**config.mk**
```make
export PLATFORM = sky130hd
export DESIGN_NAME = mae_jobq
export DESIGN_NICKNAME = d
export VERILOG_FILES = /design/src/sv/mae_pkg.sv /design/src/sv/mae_jobq.sv
export SDC_FILE = /design/constraint.sdc
export NUM_CORES = 1
export LEC_CHECK = 0
export BUFFER_PORTS_ARGS = -buffer_cell sky130_fd_sc_hd__buf_2
export CAP_MARGIN = 20
export CORE_MARGIN = 5
export CORE_UTILIZATION = 40
export CTS_CLUSTER_SIZE = 10
export DETAILED_ROUTE_END_ITERATION = 10
export SLEW_MARGIN = 20
export SYNTH_ARGS = -nofsm -noshare
export SYNTH_HDL_FRONTEND = slang
export SYNTH_SLANG_ARGS = --single-unit
```
**constraint.sdc**
```tcl
create_clock -name clk_i -period 3.7 [get_ports clk_i]
set_input_delay 0.555 -clock clk_i [delete_from_list [all_inputs] [get_ports clk_i]]
set_output_delay 0.555 -clock clk_i [all_outputs]
set_load 0.02 [all_outputs]
```
**src/sv/mae_pkg.sv**
```systemverilog
`timescale 1ns / 1ps
package mae_pkg;

  localparam int unsigned DIM_W = 5;
  localparam int unsigned RC_W = 3;

  typedef enum logic [2:0] {
    MODE_ADD = 3'd0,
    MODE_SUB = 3'd1,
    MODE_SCALE = 3'd2,
    MODE_MUL = 3'd3,
    MODE_TRN = 3'd4
  } mode_e;

  typedef enum logic [2:0] {
    REG_OP_MODE = 3'd0,
    REG_ROWS_A = 3'd1,
    REG_COLS_A = 3'd2,
    REG_COLS_B = 3'd3,
    REG_SCALE = 3'd4
  } reg_idx_e;

  typedef enum logic [4:0] {
    ST_IDLE = 5'b00001,
    ST_ADDR = 5'b00010,
    ST_MUL = 5'b00100,
    ST_ACC = 5'b01000,
    ST_EMIT = 5'b10000
  } back_state_e;

  typedef struct packed {
    logic req_type;
    logic signed [31:0] element_value;
  } in_item_t;

  typedef struct packed {
    logic signed [31:0] result_value;
    logic [2:0] result_row;
    logic [2:0] result_col;
    logic overflow;
    logic last_result;
  } out_item_t;

  typedef struct packed {
    logic [2:0] op_mode;
    logic [3:0] rows_a;
    logic [3:0] cols_a;
    logic [3:0] cols_b;
    logic signed [31:0] scale_factor;
  } cfg_t;

  typedef struct packed {
    mode_e mode;
    logic [DIM_W-1:0] orows;
    logic [DIM_W-1:0] ocols;
    logic [DIM_W-1:0] cols_a;
    logic [DIM_W-1:0] cols_b;
    logic signed [31:0] scale;
  } job_t;

  typedef struct packed {
    logic we_a;
    logic we_b;
    logic signed [31:0] data;
  } mem_wr_t;

  function automatic mode_e eff_mode(input logic [2:0] m);
    mode_e r;
    case (m)
      3'd0: r = MODE_ADD;
      3'd1: r = MODE_SUB;
      3'd2: r = MODE_SCALE;
      3'd3: r = MODE_MUL;
      default: r = MODE_TRN;
    endcase
    return r;
  endfunction

  function automatic logic [DIM_W-1:0] clamp_dim(input logic [3:0] d,
                                                 input logic [DIM_W-1:0] mx);
    logic [DIM_W-1:0] r;
    r = DIM_W'(d);
    if (d == 4'd0) r = DIM_W'(1);
    else if (r > mx) r = mx;
    return r;
  endfunction

endpackage

```
**src/sv/mae_jobq.sv**
```systemverilog
`timescale 1ns / 1ps
module mae_jobq (
  input  logic             clk_i,
  input  logic             rst_ni,
  input  logic             push_i,
  input  mae_pkg::job_t    job_i,
  input  logic             pop_i,
  output logic             empty_o,
  output mae_pkg::job_t    job_o
);
  import mae_pkg::*;

  job_t slot_q [2];
  logic wp_q, rp_q;
  logic [1:0] cnt_q;

  always_ff @(posedge clk_i) begin
    if (push_i && cnt_q != 2'd2) slot_q[wp_q] <= job_i;
  end

  always_ff @(posedge clk_i or negedge rst_ni) begin
    if (!rst_ni) begin
      wp_q <= 1'b0;
      rp_q <= 1'b0;
      cnt_q <= 2'd0;
    end else begin
      if (push_i && cnt_q != 2'd2) wp_q <= ~wp_q;
      if (pop_i && cnt_q != 2'd0) rp_q <= ~rp_q;
      cnt_q <= cnt_q + 2'(push_i && cnt_q != 2'd2) - 2'(pop_i && cnt_q != 2'd0);
    end
  end

  assign empty_o = (cnt_q == 2'd0);
  assign job_o = slot_q[rp_q];

endmodule

```
Yosys cells after proc, flatten, opt, wreduce, memory -nomap -nowiden
Memory sizes are Yosys's and may differ from the RTL's.
Index checks and enable logic that the tools add are counted.
{"block": "word_totals", "mem_count": 1, "register_bits": 4, "ram_bits": 110, "wordCells": 15, "output_inout_bits": 56, "input_bits": 59}
{"memory": "slot_q", "depth": 2, "width": 55, "read_ports": 1, "rd_ports_with_merged_regs": 0, "write_ports": 1, "line_no": "mae_jobq.sv:13", "rtl": "job_t slot_q [2];"}
{"block": "op_classes", "n_eq_ne": 1, "bitwise": 2, "reduce_logical": 4, "mux": 2, "addsub": 2}
{"operator": "$add 2x1->2", "n": 1}
{"operator": "$logic_and 1x1->1", "n": 2}
{"operator": "$logic_not 2->1", "n": 1}
{"operator": "$mux 1", "n": 2}
{"operator": "$ne 2x2->1 const B", "n": 1}
{"operator": "$not 1->1", "n": 2}
{"operator": "$reduce_bool 2->1", "n": 1}
{"operator": "$sub 2x1->2", "n": 1}

Logic depth before layout (Yosys ltp)
{"block": "logic_depth", "depth_word": 4, "mapped_depth": 7, "depth_no_buf": 7}

Worst setup path before layout
Ideal clock, no wire load.
{"block": "synth_path", "path_type": "input to register", "startpoint": "in push_i", "endpoint": "mem slot_q[0][0] in the netlist's numbering (enable)", "slack_ns": 0.296, "t_arrival_ns": 2.937, "path_stages": 2, "required_time_ns": 3.232, "setup_ns": 0.468, "path_buffers": 0, "path_cell_list": "o21ai_2 nor2_1"}
{"block": "synth_between", "elab_chain_len": 3}
{"item": "start, declared", "line_no": "mae_jobq.sv:5", "rtl": "input logic push_i,"}
{"item": "$logic_and 1x1->1", "line_no": "mae_jobq.sv:18", "rtl": "if (push_i && cnt_q != 2'd2) slot_q[wp_q] <= job_i;"}
{"item": "$mux 1", "line_no": "mae_jobq.sv:18"}
{"item": "$mux 1 (not written as such)", "line_no": "mae_jobq.sv:18"}
{"item": "end, declared", "line_no": "mae_jobq.sv:13"}
Every way passes these cells.

==> results by group <==
STA
  – Maximum clock frequency: 364.7 MHz
  – Tcrit/Tclk final: 0.7412
  – Fin. max-slew vios: 0
  – Worst slew pin tran: 0.9833 ns
  – RSZ-0062 raised after global routing: no
  – Hold_ws: 0.2393 ns
  – Max_slew headroom: 0.3444
  – Clock period minus worst slack: 2.742 ns
  – Clock Skew: 0.006488 ns
  – TNS Setup: 0 ns
  – Hold Vio Cnt, Final: 0
  – # setup viols final: 0

Synth
  – Post-synthesis sequential area ratio: 0.7857
  – Mean Syn Cell Area: 22.92 um2
  – Seq cells post-synth: 114
  – Cells after synthesis: 189
  – Synth Cell Area: 0.004332 mm2
  – Unique masters post-synth: 13
  – Syn_nets: 250
  – Ys Warns: 0

Final layout
  – Post-Layout Cell Count: 474
  – Layout cells sized above 1: 0.6168
  – Final #Nets: 382
  – Commonest non-fill, non-tap cell in the layout: buf_2
  – Util after Layout: 0.5268
  – Multi-input logic area: 870.8 um2
  – Synth-to-layout area growth: 30.68%
  – ANT cells: 0
  – Fill cell count: 899
  – Register area: 0.003407 mm2
  – Most frequent cells in the layout: buf_2, edfxtp_1, mux2_4, clkbuf_16, mux2_2

Worst setup path
  – CP top delay family: flip-flops
  – Critical Path, Cell by Cell: mux2_2 > buf_2
  – WP data required: 3.14 ns
  – Critical path type: register to primary output
  – Worst R2R Setup Slack: 1.90 ns
  – Worst R2R Path Depth: 4
  – Worst endpoint data arrival time: 2.19 ns
  – CP max FO: 56
  – Reg2Reg Capture Point: slot_q[1][27]
  – Critical path buffers and inverters: 1
  – Critical path's slowest cell: dfrtp_4
  – RR Startpoint: cnt_q[1]
  – CP Launch Type: register
  – Endpoint class of the critical path: primary output
  – CP peak stage delay: 1.03 ns

Global routing
  – First-pass GRT wire length: 12010 um
  – Remaining Overflow, GRT: 0
  – Total GRT Usage: 0.1263
  – Vias in the first global route: 2421
  – Largest net degree at the start of global routing: 57
  – Antenna violations before repair: 1

Detailed routing
  – DRT iter0 DRCs: 78
  – Final WL: 7480 um
  – DR DRC count: 0
  – Pre-antenna DRT Iters: 4
  – Antenna viol nets, final: 0
  – Vias: 2117
  – Via density per instance: 4.466
  – Wirelength per Cell: 15.78 um

Place
  – Placed instance count: 441
  – # port buffers: 114
  – Post-DP HPWL: 4995 um
  – Placer Congestion: 0.6570

Hold path
  – Hold Crit Class: primary input to register
  – HP Start: job_i[46]
  – Hold EP: slot_q[1][46]
  – Worst Hold Depth: 1

Pwr
  – Pleak: 2.263 nW
  – Final Power: 4.981 mW
  – Power per cell area: 880.0 mW/mm2
  – Peak supply drop: 519.2 uV

Floorplanning
  – Die Area: 0.01301 mm2
  – Top Ports: 115
  – Die Height: 114.1 um
  – Initial Util: 0.4031
  – Total core area: 0.01075 mm2
  – Rows: 38
  – Die X: 114.1 um

Run
  – Max_cap viols: 0

Clocking
  – Post-CTS sizing: 0
  – Postcts setup bufs: 0
  – Sink Count: 114
  – CTS tree: yes
  – Clk root buf: clkbuf_8
  – H-tree levels: 4
  – Worst skew pair latency: 0.50 ns
  – Longest Clk Path Bufs: 2
  – Worst-path clk slew: 0.05 ns
  – CTS buffer count: 17

Status
  – Status: complete, no violations
## per-layer routing
layer,routed length [um],global-route usage
met1,2914,0.1392
met2,3785,0.2084
met3,619,0.05285
met4,147,0.06651
met5,13,0
## state kept, by name (all words and copies together) (netlist names)
signal	cells
rp_q	1
wp_q	1
slot_q	110
cnt_q	2
## cells in the mapped netlist
cell | number | area, um2
edfxtp_1 | 110 | 3303
mux2_4 | 40 | 600.6
mux2_2 | 15 | 168.9
buf_6 | 5 | 56.30
dfrtp_1 | 4 | 100.1
inv_1 | 3 | 11.26
nor2_1 | 3 | 11.26
xnor2_1 | 3 | 26.28
ha_1 | 2 | 25.02
buf_2 | 1 | 5.000
nor2b_1 | 1 | 6.260
o21ai_2 | 1 | 8.760
xor2_1 | 1 | 8.760
## stage by stage
| step | worst slack (ns) | cell area [um2] |
|---|---|---|
| 3_5_place_dp | 1.458 | 5065 |
| 5_1_grt | 0.8344 | 5660 |
| 3_3_place_gp | 1.470 | 5065 |
| 2_1_floorplan | 0.2955 | 4332 |
| 4_1_cts | 0.8807 | 5660 |
| 6_report | 0.9577 | 5660 |
## worst reg2reg max path, cell delays in order, from the launching register on
cell and delay (ns):
dfrtp_1 0.40, inv_1 0.08, o21ai_2 0.12, nor2_4 0.48, buf_4 0.39
## kinds of logic (layout without fill, tap and decap cells)
| family | Yosys count | count (layout) | share of synthesized area |
|---|---|---|---|
| mux | 55 | 55 | 0.1776 |
| fa+ha+maj | 2 | 2 | 0.005776 |
| flops | 114 | 114 | 0.7857 |
| compound gates | 1 | 1 | 0.002022 |
| buf+inv | 9 | 154 | 0.01675 |
| xor+xnor | 4 | 4 | 0.008089 |
| simple gates | 4 | 4 | 0.004045 |
## where the power goes
group | switching [mW] | internal (mW) | leakage (nW)
sequential | 0.231 | 1.77 | 1.07
combinational | 0.736 | 0.679 | 0.916
clock | 0.511 | 1.05 | 0.281
total | 1.48 | 3.50 | 2.26
## repair_timing
action                                  CTS  global route
endpoints found under the setup margin    0             0
hold buffers                              1             0
endpoints found under the hold margin     4             0
## how the worst max path moves through the flow
| stage | start | end | cells past startpoint | slack (ns) |
|---|---|---|---|---|
| 6_report | rp_q | job_o[45] | 2 | 0.96 |
| 5_1_grt | rp_q | job_o[0] | 2 | 0.83 |
| 4_1_cts | rp_q | job_o[0] | 2 | 0.88 |
| 3_5_place_dp | rp_q | job_o[0] | 2 | 1.46 |
| 3_3_place_gp | rp_q | job_o[0] | 2 | 1.47 |
| 2_1_floorplan | push_i | slot_q[0][0] | 2 | 0.30 |
## cell type report
type                       instances  area share
clock inverter                    10     0.02343
tap                              140     0.03095
inverter                           3    0.001989
clock buffer                      22     0.08002
timing repair buffer             119      0.1079
multi-input combinational         66      0.1538
sequential                       114      0.6019
(Power assumes the default switching activity.)
