File: src/sv/mae_pkg.sv
`timescale 1ns / 1ps
package mae_pkg;

  localparam int unsigned DIM_W = 5;
  localparam int unsigned RC_W = 3;

  typedef enum logic [2:0] {
    MODE_ADD = 3'd0,
    MODE_SUB = 3'd1,
    MODE_SCALE = 3'd2,
    MODE_MUL = 3'd3,
    MODE_TRN = 3'd4
  } mode_e;

  typedef enum logic [2:0] {
    REG_OP_MODE = 3'd0,
    REG_ROWS_A = 3'd1,
    REG_COLS_A = 3'd2,
    REG_COLS_B = 3'd3,
    REG_SCALE = 3'd4
  } reg_idx_e;

  typedef enum logic [4:0] {
    ST_IDLE = 5'b00001,
    ST_ADDR = 5'b00010,
    ST_MUL = 5'b00100,
    ST_ACC = 5'b01000,
    ST_EMIT = 5'b10000
  } back_state_e;

  typedef struct packed {
    logic req_type;
    logic signed [31:0] element_value;
  } in_item_t;

  typedef struct packed {
    logic signed [31:0] result_value;
    logic [2:0] result_row;
    logic [2:0] result_col;
    logic overflow;
    logic last_result;
  } out_item_t;

  typedef struct packed {
    logic [2:0] op_mode;
    logic [3:0] rows_a;
    logic [3:0] cols_a;
    logic [3:0] cols_b;
    logic signed [31:0] scale_factor;
  } cfg_t;

  typedef struct packed {
    mode_e mode;
    logic [DIM_W-1:0] orows;
    logic [DIM_W-1:0] ocols;
    logic [DIM_W-1:0] cols_a;
    logic [DIM_W-1:0] cols_b;
    logic signed [31:0] scale;
  } job_t;

  typedef struct packed {
    logic we_a;
    logic we_b;
    logic signed [31:0] data;
  } mem_wr_t;

  function automatic mode_e eff_mode(input logic [2:0] m);
    mode_e r;
    case (m)
      3'd0: r = MODE_ADD;
      3'd1: r = MODE_SUB;
      3'd2: r = MODE_SCALE;
      3'd3: r = MODE_MUL;
      default: r = MODE_TRN;
    endcase
    return r;
  endfunction

  function automatic logic [DIM_W-1:0] clamp_dim(input logic [3:0] d,
                                                 input logic [DIM_W-1:0] mx);
    logic [DIM_W-1:0] r;
    r = DIM_W'(d);
    if (d == 4'd0) r = DIM_W'(1);
    else if (r > mx) r = mx;
    return r;
  endfunction

endpackage

File: src/sv/mae_front.sv
`timescale 1ns / 1ps
module mae_front #(
  parameter int unsigned MAX_DIM = 8
) (
  input  logic                  clk_i,
  input  logic                  rst_ni,
  input  logic                  push,
  output logic                  full,
  input  mae_pkg::in_item_t     in_item_i,
  input  mae_pkg::cfg_t         cfg_i,
  input  logic                  busy_i,
  input  logic                  jq_empty_i,
  output logic                  jq_push_o,
  output mae_pkg::job_t         job_o,
  output mae_pkg::mem_wr_t      wr_o,
  output logic [$clog2(MAX_DIM*MAX_DIM)-1:0] wr_addr_o
);
  import mae_pkg::*;

  localparam int unsigned DEPTH = MAX_DIM * MAX_DIM;
  localparam int unsigned AW = $clog2(DEPTH);
  localparam int unsigned CW = $clog2(DEPTH + 1);
  localparam logic [DIM_W-1:0] MaxD = DIM_W'(MAX_DIM);

  logic [CW-1:0] fcnt_q, fcnt_d, scnt_q, scnt_d, asz, bsz;
  logic [DIM_W-1:0] r, c, cb;
  mode_e mode;
  logic accept, a_load, b_load, trigger;

  assign mode = eff_mode(cfg_i.op_mode);
  assign r = clamp_dim(cfg_i.rows_a, MaxD);
  assign c = clamp_dim(cfg_i.cols_a, MaxD);
  assign cb = clamp_dim(cfg_i.cols_b, MaxD);
  assign asz = CW'(r) * CW'(c);

  always_comb begin
    case (mode)
      MODE_ADD, MODE_SUB: bsz = CW'(r) * CW'(c);
      MODE_MUL: bsz = CW'(c) * CW'(cb);
      default: bsz = '0;
    endcase
  end

  // Operand stores must not change while the back end still reads them.
  assign full = busy_i | ~jq_empty_i;
  assign accept = push & ~full;
  assign a_load = accept && !in_item_i.req_type && fcnt_q < asz;
  assign b_load = accept && in_item_i.req_type && scnt_q < bsz;

  assign wr_o.we_a = a_load;
  assign wr_o.we_b = b_load;
  assign wr_o.data = in_item_i.element_value;
  assign wr_addr_o = a_load ? AW'(fcnt_q) : AW'(scnt_q);

  always_comb begin
    fcnt_d = fcnt_q + CW'(a_load);
    scnt_d = scnt_q + CW'(b_load);
    trigger = accept && fcnt_d >= asz && scnt_d >= bsz;
    if (trigger) begin
      fcnt_d = '0;
      scnt_d = '0;
    end
  end

  always_ff @(posedge clk_i or negedge rst_ni) begin
    if (!rst_ni) begin
      fcnt_q <= '0;
      scnt_q <= '0;
    end else begin
      fcnt_q <= fcnt_d;
      scnt_q <= scnt_d;
    end
  end

  assign jq_push_o = trigger;
  always_comb begin
    job_o.mode = mode;
    job_o.orows = r;
    job_o.ocols = c;
    if (mode == MODE_MUL) job_o.ocols = cb;
    if (mode == MODE_TRN) begin
      job_o.orows = c;
      job_o.ocols = r;
    end
    job_o.cols_a = c;
    job_o.cols_b = cb;
    job_o.scale = cfg_i.scale_factor;
  end

`ifndef SYNTHESIS
  a_trig_clear: assert property (@(posedge clk_i) disable iff (!rst_ni)
    trigger |=> fcnt_q == '0 && scnt_q == '0)
    else $error("counts not cleared after job start");
  a_cnt_bound: assert property (@(posedge clk_i) disable iff (!rst_ni)
    a_load |=> fcnt_q <= CW'(DEPTH))
    else $error("first count beyond store depth");
  a_no_load_busy: assert property (@(posedge clk_i) disable iff (!rst_ni)
    busy_i |-> !a_load && !b_load)
    else $error("store written while job runs");
`endif

endmodule

File: config.mk
export PLATFORM = sky130hd
export DESIGN_NAME = mae_front
export DESIGN_NICKNAME = d
export VERILOG_FILES = /design/src/sv/mae_pkg.sv /design/src/sv/mae_front.sv
export SDC_FILE = /design/constraint.sdc
export NUM_CORES = 1
export LEC_CHECK = 0
export BUFFER_PORTS_ARGS = -buffer_cell sky130_fd_sc_hd__buf_4
export CAP_MARGIN = 5
export CORE_MARGIN = 1
export CORE_UTILIZATION = 35
export DETAILED_ROUTE_END_ITERATION = 8
export PLACE_DENSITY = 0.73
export SYNTH_ARGS = -nofsm -noshare
export SYNTH_HDL_FRONTEND = slang
export SYNTH_SLANG_ARGS = --single-unit
File: constraint.sdc
create_clock -name clk_i -period 27.6 [get_ports clk_i]
set_input_delay 5.52 -clock clk_i [delete_from_list [all_inputs] [get_ports clk_i]]
set_output_delay 5.52 -clock clk_i [all_outputs]
set_load 0.02 [all_outputs]
======== Word level (Yosys, flattened, before mapping) ========
Cells that the tools add are included.
word-level totals
  bits of input ports ..................... 85
  output and inout port bits .............. 97
  bits in registers ....................... 14
  word-level logic and storage cells ...... 49
cells by class
  muxes and demuxes ....................... 13
  multiply operators ...................... 2
  equality and inequality tests ........... 6
  bitwise operators ....................... 4
  reduce and logical (&&, ||, !) cells .... 13
  $lt $le $gt $ge ......................... 7
  $add $sub $neg .......................... 2
operators by type and width
  operator                                       number
  two-way mux 4 bit                              6
  adder 7 x 1 -> 7 bit                           2
  >= comparator 7 bit                            2
  < comparator 7 bit                             2
  multiplier 5 x 5 -> 7 bit                      2
  two-way mux 7 bit                              2
  case mux 7 bit (2 select lines)                1
  > comparator 4 bit, second input constant      3
  zero test 4 bit                                3
  case mux 3 bit (4 select lines)                1
  two-way mux 10 bit                             1
  == test 3 x 2 -> 1 bit, second input constant  3
  == test 3 x 1 -> 1 bit, second input constant  2
  logical AND 1 bit                              6
  zero test 3 bit                                2
  two-way mux 6 bit                              1
  two-way mux 5 bit                              1
  == test 3 bit, second input constant           1
  NOT 1 bit                                      2
  OR reduction 2 bit                             1
  AND 1 bit                                      1
  zero test 1 bit                                1
  OR 1 bit                                       1

======== Logic depth before layout (Yosys ltp) ========
Gate-level depths: netlist of run 1.
  depth after elaboration ................. 11
  mapped depth ............................ 30

======== Worst setup path before layout of run 1 ========
OpenSTA, ideal clock, no wires.
  path type ............................... input port to output port
  start point ............................. input cfg_i[43] (netlist bit)
  end point ............................... output jq_push_o
  arrival ................................. 11.429 ns
  stages on the path ...................... 26
  slack ................................... 10.651 ns
  cells stage by stage .................... clkbuf_1 nand2b_1 or2_2 fa_1 inv_1 fa_1 fa_1 a21o_1 a21oi_1 xnor2_1 ha_1 nand3_1 nor2_1 nor4_1 o311ai_4 inv_1 ha_1 ha_1 nand3_1 xor2_1 inv_1 ha_1 nand3_1 or3_4 a2111oi_4 buf_6
on the way
  cells in the longest elaborated chain, start to end .. 10
  elaborated cells between the ends (all ways) .. 16
RTL lines
  what                               RTL line         text
  start: declaration                 mae_front.sv:10  input mae_pkg::cfg_t cfg_i,
  > comparator 4 bit                 mae_pkg.sv:84    else if (r > mx) r = mx;
  two-way mux 4 bit                  mae_pkg.sv:84
  two-way mux 4 bit *                mae_pkg.sv:83    if (d == 4'd0) r = DIM_W'(1);
  multiplier 5 x 5 -> 7 bit *        mae_front.sv:34  assign asz = CW'(r) * CW'(c);
  < comparator 7 bit *               mae_front.sv:47  assign a_load = accept && !in_item_i.req_type && fcnt_q < asz;
  logical AND 1 bit *                mae_front.sv:47
  via a_load                         mae_front.sv:28  logic accept, a_load, b_load, trigger;
  adder 7 x 1 -> 7 bit *             mae_front.sv:56  fcnt_d = fcnt_q + CW'(a_load);
  >= comparator 7 bit *              mae_front.sv:58  trigger = accept && fcnt_d >= asz && scnt_d >= bsz;
  logical AND 1 bit * (2 in series)  mae_front.sv:58
  end: declaration                   mae_front.sv:13  output logic jq_push_o,
The timed path passes the listed nets; every way through them passes the cells marked *.

======== Worst setup path in the final report of run 1 ========
  start point ............................. input cfg_i[43] (netlist bit)
  end point ............................... output jq_push_o
on the way
  cells in the longest elaborated chain, start to end .. 10
  elaborated cells between the ends (all ways) .. 16
RTL lines
  what                                                                          RTL line
  > comparator 4 bit                                                            mae_pkg.sv:84
  two-way mux 4 bit                                                             mae_pkg.sv:84
  two-way mux 4 bit *                                                           mae_pkg.sv:83
  multiplier 5 x 5 -> 7 bit *                                                   mae_front.sv:34, mae_front.sv:38
  case mux 7 bit (2 select lines) / < comparator 7 bit (equally long branches)  mae_front.sv:37, mae_front.sv:47
  < comparator 7 bit / logical AND 1 bit (equally long branches)                mae_front.sv:48, mae_front.sv:47
  logical AND 1 bit / adder 7 x 1 -> 7 bit (equally long branches)              mae_front.sv:48, mae_front.sv:56
  adder 7 x 1 -> 7 bit / >= comparator 7 bit (equally long branches)            mae_front.sv:57, mae_front.sv:58
  >= comparator 7 bit / logical AND 1 bit (equally long branches)               mae_front.sv:58
  logical AND 1 bit *                                                           mae_front.sv:58
Every way passes the cells marked *; elsewhere a longest branch is shown, timed or not.

==> results.sh, run 1 <==
export IMPL_grt_max_degree=27
export IMPL_synth_seq_cells=14
export IMPL_num_vias=2248
export IMPL_placementRows=33
export IMPL_critPathKind="in -> out"
export IMPL_min_path_type="reg -> reg"
export IMPL_hold_buffers=0
export IMPL_insertion_delay_ns=0.24
export IMPL_yosysWarningCount=0
export IMPL_syn_avg_cell_area_um2=8.13
export IMPL_hold_violations=0
export IMPL_io_buffer_count=49
export IMPL_pwr_density_cell_nw_per_um2=39.1
export IMPL_required_ns=22.08
export IMPL_grt_usage_pct=14.4
export IMPL_root_buffer="clkbuf_8"
export IMPL_yosysTopAreaCellShare_pct=21.2
export IMPL_synth_edf_count=0
export IMPL_ant_nets=0
export IMPL_netlist_area_um2=2940
export IMPL_drv_cap=0
export IMPL_whs_endpoint="scnt_q[6]$_DFF_PN0_"
export IMPL_wire_per_inst_um=14.1
export IMPL_io_pins=182
export IMPL_die_area_um2=8780
export IMPL_cts_sinks=14
export IMPL_placed_area_um2=2890
export IMPL_dr_pass1_iters=4
export IMPL_critPathArrivalTime_ns=12.45
export IMPL_first_iter_violations=66
export IMPL_r2r_start="fcnt_q[5]$_DFF_PN0_"
export IMPL_cts_buffer_depth=2
export IMPL_path_clk_slew_ns=0.05
export IMPL_synthCells=362
export IMPL_grt_overflow_total=0
export IMPL_routabilityCongestion=0.899
export IMPL_grt_setup_unrepaired="false"
export IMPL_ff2ff_path_depth=16
export IMPL_antenna_found_initial=0
export IMPL_finalSetupViolations=0
export IMPL_dpl_hpwl_um=5340
export IMPL_ys_seq_area_share_pct=11.9
export IMPL_vdd_ir_drop_max_mv=0.0224
export IMPL_r2r_end="fcnt_q[1]$_DFF_PN0_"
export IMPL_cts_buffers=3
export IMPL_cp_start_kind="input port"
export IMPL_skew_ns=0.00150
export IMPL_die_x_um=93.7
export IMPL_fp_coreArea_um2=8180
export IMPL_start_util_pct=36.0
export IMPL_diodes=0
export IMPL_cts_tree="built"
export IMPL_cts_htree_levels=1
export IMPL_r2r_slack_ns=23.03
export IMPL_fin_nets=483
export IMPL_grt_pass1_vias=2187
export IMPL_synth_most_common_cell="buf_4"
export IMPL_end_kind="output port"
export IMPL_ctsResizeCount=0
export IMPL_min_period_ns=17.97
export IMPL_syn2layout_area_growth_pct=-0.0426
export IMPL_ys_types=45
export IMPL_via_per_inst=5.06
export IMPL_dp_cells=440
export IMPL_whs_path_depth=2
export IMPL_status="finished clean"
export IMPL_yosys_area_top_type="ha_1"
export IMPL_drc=0
export IMPL_p_leak_nw=1.63
export IMPL_fin_cells=444
export IMPL_ys_top_cells_by_count="70 x buf_4, 50 x ha_1, 40 x nor2_1"
export IMPL_grt_pass1_wl_um=10100
export IMPL_slew_violations=0
export IMPL_holdWs_ns=0.607
export IMPL_drive_above_1_share_pct=21.2
export IMPL_min_from="scnt_q[6]$_DFF_PN0_"
export IMPL_relSlewSlack_pct=45.6
export IMPL_tns_ns=0
export IMPL_critPathMaxFanout=15
export IMPL_clock_fmax_mhz=55.6
export IMPL_worstMarginPinSlew_ns=0.817
export IMPL_synthArstFlopShare_pct=100
export IMPL_synth_flop_cell="dfrtp_1"
export IMPL_dieHeight_um=93.7
export IMPL_synth_top_cells_by_area="ha_1 21%, buf_4 18%, dfrtp_1 12%"
export IMPL_totalWireLength_um=6280
export IMPL_fin_crit_sh_pct=65.1
export IMPL_post_cts_setup_buffers=0
export IMPL_final_area_um2=2940
-- layer usage --
| metal | part of all wire, % | GRT usage, % | vias to the layer above | wire length (um) |
|---|---|---|---|---|
| met2 | 51 | 26.5 | 63 | 3210 |
| met1 | 42 | 16.9 | 1064 | 2650 |
| met3 | 4.4 | 1.54 | 30 | 278 |
| met5 | 0 | 0 | - | 0 |
| met4 | 2.2 | 5.38 | 0 | 140 |
| li1 | - | - | 1091 | - |
-- stage by stage --
stage	power, mW	worst slack [ns]	util [%]
4_1_cts	0.116	9.63	36.0
6_report	0.115	9.63	36.0
2_1_floorplan	0.0881	10.65	-
3_5_place_dp	0.0959	9.65	35.3
3_3_place_gp	0.0942	9.93	35.3
5_1_grt	0.124	9.19	36.0
-- flip-flops by register name, indices dropped and copies added (netlist names) --
name / flops
fcnt_q: 7
scnt_q: 7
-- cells by family after synthesis --
family | after synthesis | share of synthesized area (%)
xor gates and xnor gates | 20 | 5.95
other | 1 | 0.127
buffers and inverters | 107 | 22.8
adders and majority gates | 58 | 26.7
DFF | 14 | 11.9
muxes | 8 | 3.02
AOI/OAI and AO/OA | 47 | 11.5
and+or+nand+nor | 107 | 18.0
-- critical path, stage by stage --
cell       delay [ns]
buf_4            0.14
o21bai_1         0.29
or2_2            0.36
fa_1             0.53
inv_1            0.05
fa_1             0.52
fa_1             0.47
a21o_1           0.19
a21oi_1          0.17
xnor2_1          0.22
ha_1             0.32
nand3_1          0.15
nor2_1           0.07
nor4_1           0.41
o311ai_4         0.26
inv_1            0.15
ha_1             0.21
ha_1             0.23
nand3_1          0.11
xor2_1           0.21
inv_1            0.07
ha_1             0.30
nand3_1          0.09
or3_4            0.34
a2111oi_4        0.79
buf_4            0.27
-- cells in the final DEF, fill, tap and decap left out, types with 4 or more instances in the layout --
master / Yosys / final
ha_1: 50 / 50
buf_4: 70 / 49
nor2_1: 40 / 40
inv_1: 27 / 27
nand2_1: 18 / 18
dfrtp_1: 14 / 14
xnor2_1: 13 / 13
a21oi_1: 12 / 12
nand3_1: 11 / 11
nand2b_1: 10 / 10
o21ai_0: 10 / 10
fa_1: 8 / 8
a21o_1: 7 / 7
xor2_1: 7 / 7
mux2_2: 7 / 7
and2_1: 5 / 5
a211oi_1: 5 / 5
nor2b_1: 4 / 4
or2_2: 4 / 4
conb_1: 1 / 4
clkbuf_8: 0 / 4
-- cell type report --
type	count	area, um2
fill	837	5230
clock buffer	4	55.1
timing repair buffer	49	368
inverter	28	105
sequential	14	350
tap	105	131
multi-input combinational	244	1930
-- power by group --
part	leakage, nW	internal [mW]	switching, mW	total [mW]
Clock	0.0288	0.0126	0.00670	0.0193
Combinational	1.41	0.0283	0.0355	0.0638
Sequential	0.189	0.0247	0.00707	0.0318
Total	1.63	0.0657	0.0492	0.115
-- worst max path at each step --
stage,startpoint,end,slack (ns),cells after the start
floorplan,cfg_i[43],jq_push_o,10.65,26
global placement,cfg_i[43],jq_push_o,9.93,26
detailed placement,cfg_i[43],jq_push_o,9.65,26
CTS,cfg_i[43],jq_push_o,9.63,26
global route,cfg_i[43],jq_push_o,9.19,26
finish,cfg_i[43],jq_push_o,9.63,26
Note: power is estimated with default switching activity, not from simulation.
==> inputs of run 2 (changes only) <==
Settings changed: ABC_AREA set to 1, PLACE_DENSITY 0.73 to 0.75.
Clock period 27.6 ns to 16.52 ns, I/O delays scaled along.
==> results.sh, run 2 <==
export IMPL_status="finished clean"
export IMPL_fillers=931
export IMPL_whs_path_depth=3
export IMPL_synth_top_cells_by_area="ha_1 20%, buf_4 17%, dfrtp_1 11%"
export IMPL_pwr_density_cell_nw_per_um2=60.3
export IMPL_first_iter_violations=163
export IMPL_yosysWarningCount=0
export IMPL_min_period_ns=12.70
export IMPL_totalWireLength_um=6790
export IMPL_die_area_um2=9280
export IMPL_synthArstFlopShare_pct=100
export IMPL_worstMarginPinSlew_ns=0.590
export IMPL_critPathKind="in -> out"
export IMPL_mostFrequentLayoutCell="nand2_1"
export IMPL_io_pins=182
export IMPL_vdd_ir_drop_max_mv=0.0282
export IMPL_fin_crit_sh_pct=76.9
export IMPL_insertion_delay_ns=0.24
export IMPL_synth_compound_area_share_pct=7.15
export IMPL_die_x_um=96.3
export IMPL_grt_pass1_wl_um=10800
export IMPL_synthAdderAreaFrac_pct=25.2
export IMPL_diodes=0
export IMPL_num_vias=2628
export IMPL_cts_htree_levels=1
export IMPL_yosys_area_top_type="ha_1"
export IMPL_syn2layout_area_growth_pct=-0.241
export IMPL_grt_max_degree=16
export IMPL_dr_pass1_iters=4
export IMPL_ff2ff_path_depth=19
export IMPL_ys_top_cells_by_count="79 x nand2_1, 74 x inv_1, 72 x buf_4"
export IMPL_hold_buffers=0
export IMPL_dieHeight_um=96.3
export IMPL_min_path_type="reg -> reg"
export IMPL_drive_above_1_share_pct=15.6
export IMPL_synth_xor_area_share_pct=5.02
export IMPL_cp_start_kind="input port"
export IMPL_netlist_area_um2=3110
export IMPL_path_common_cell="inv_1"
export IMPL_start_util_pct=35.9
export IMPL_whs_endpoint="scnt_q[6]$_DFF_PN0_"
export IMPL_end_kind="output port"
export IMPL_slew_violations=0
export IMPL_cts_tree="built"
export IMPL_synth_seq_cells=14
export IMPL_cts_buffer_depth=2
export IMPL_cts_buffers=3
export IMPL_placed_area_um2=3070
export IMPL_drv_cap=0
export IMPL_post_cts_setup_buffers=0
export IMPL_grt_setup_unrepaired="false"
export IMPL_yosysTopAreaCellShare_pct=20.1
export IMPL_grt_overflow_total=0
export IMPL_relSlewSlack_pct=60.5
export IMPL_synth_most_common_cell="nand2_1"
export IMPL_drc=0
export IMPL_r2r_slack_ns=12.63
export IMPL_ctsResizeCount=0
export IMPL_io_buffer_count=49
export IMPL_finalSetupViolations=0
export IMPL_skew_ns=0.00154
export IMPL_ys_types=34
export IMPL_routabilityCongestion=0.927
export IMPL_max_stage_delay_ns=0.53
export IMPL_syn_avg_cell_area_um2=7.03
export IMPL_tns_ns=0
export IMPL_placementRows=34
export IMPL_hold_violations=0
export IMPL_p_leak_nw=1.90
export IMPL_critPathArrivalTime_ns=9.40
export IMPL_synth_top_family_by_area="buffers and inverters"
export IMPL_fin_ws_ns=3.82
export IMPL_r2r_end="fcnt_q[6]$_DFF_PN0_"
export IMPL_grt_usage_pct=14.6
export IMPL_required_ns=13.22
export IMPL_fp_coreArea_um2=8680
export IMPL_clock_fmax_mhz=78.7
export IMPL_mostFrequentLayoutCells="79 x nand2_1, 74 x inv_1, 50 x ha_1"
export IMPL_synthCells=443
export IMPL_synth_flop_cell="dfrtp_1"
export IMPL_antenna_found_initial=0
export IMPL_min_from="scnt_q[6]$_DFF_PN0_"
export IMPL_cts_sinks=14
export IMPL_wire_per_inst_um=12.8
export IMPL_fin_nets=567
export IMPL_synth_edf_count=0
export IMPL_path_clk_slew_ns=0.05
export IMPL_synth_simple_area_share_pct=24.2
export IMPL_place_ws_ns=3.87
export IMPL_critPathMaxFanout=15
export IMPL_post_route_util_pct=35.8
export IMPL_top_regs="fcnt_q: 7 flops, scnt_q: 7 flops"
export IMPL_root_buffer="clkbuf_8"
export IMPL_ys_seq_area_share_pct=11.2
export IMPL_crit_slowest_cell="fa_1"
export IMPL_grt_pass1_vias=2426
export IMPL_dpl_hpwl_um=5700
export IMPL_via_per_inst=4.96
export IMPL_r2r_start="fcnt_q[6]$_DFF_PN0_"
export IMPL_final_area_um2=3110
export IMPL_ant_nets=0
export IMPL_synth_mux_area_fraction_pct=0
## run 2: changes by cell type after synthesis, sizes merged, moves of 5 or more
cell | before | now
nand2 | 18 | 83
mux2 | 7 | 0
inv | 28 | 74
nand3 | 11 | 29
xnor2 | 13 | 5
a21o | 7 | 0
xor2 | 7 | 12
nand2b | 10 | 0
clkbuf | 8 | 3
## run 2: power breakdown
part	internal (mW)	switching, mW	total, mW
Combinational	0.0443	0.0668	0.111
Clock	0.0161	0.0108	0.0269
Sequential	0.0404	0.00895	0.0494
Total	0.101	0.0866	0.187
## run 2: final cells by class
cell class | instances | area, um2 | share of cell area [%]
Clock buffer | 3 | 41.3 | 1.33
Inverter | 74 | 278 | 8.94
Multi-Input combinational cell | 282 | 1930 | 62.3
Sequential cell | 14 | 350 | 11.3
Tap cell | 108 | 135 | 4.35
Timing Repair Buffer | 49 | 368 | 11.8
## run 2: metrics by stage
stage / hold WS, ns / power [mW] / std cells
6_report: 0.634 / 0.187 / 530
5_1_grt: 0.670 / 0.205 / 530
4_1_cts: 0.626 / 0.188 / 530
3_5_place_dp: 0.618 / 0.160 / 527
3_3_place_gp: 0.610 / 0.156 / 527
2_1_floorplan: 0.558 / 0.148 / 446
## run 2: kinds of logic (layout without fill, tap and decap cells)
| logic type | after synthesis | after routing |
|---|---|---|
| AO/OA/AOI/OAI | 36 | 36 |
| AND/OR/NAND/NOR | 167 | 167 |
| other | 1 | 4 |
| adder cells (fa/ha/maj) | 58 | 58 |
| XOR/XNOR | 17 | 17 |
| buffers and inverters | 150 | 126 |
| flip-flops | 14 | 14 |
## run 2: worst max-delay path, delay by kind of cell
| family | cells | cell delay (ns) |
|---|---|---|
| fa+ha+maj | 7 | 2.51 |
| buf+inv | 9 | 1.02 |
| simple gates | 13 | 1.97 |
| compound gates | 2 | 0.42 |
| xor+xnor | 1 | 0.15 |
## run 2: how the worst max path moves through the flow
stage | slack (ns) | from | end | depth (start not counted)
floorplan | 4.43 | cfg_i[39] | jq_push_o | 30
global placement | 3.98 | cfg_i[43] | jq_push_o | 32
detailed placement | 3.87 | cfg_i[43] | jq_push_o | 32
CTS | 3.86 | cfg_i[43] | jq_push_o | 32
global route | 3.19 | cfg_i[43] | jq_push_o | 33
finish | 3.82 | cfg_i[43] | jq_push_o | 32
## run 2: layer usage
metal | routed length, um | global-route usage [%] | part of all wire (%)
met5 | 0 | 0 | 0
met4 | 144 | 4.17 | 2.1
met3 | 329 | 2.61 | 4.8
met2 | 3620 | 27.7 | 53
met1 | 2700 | 16.7 | 40
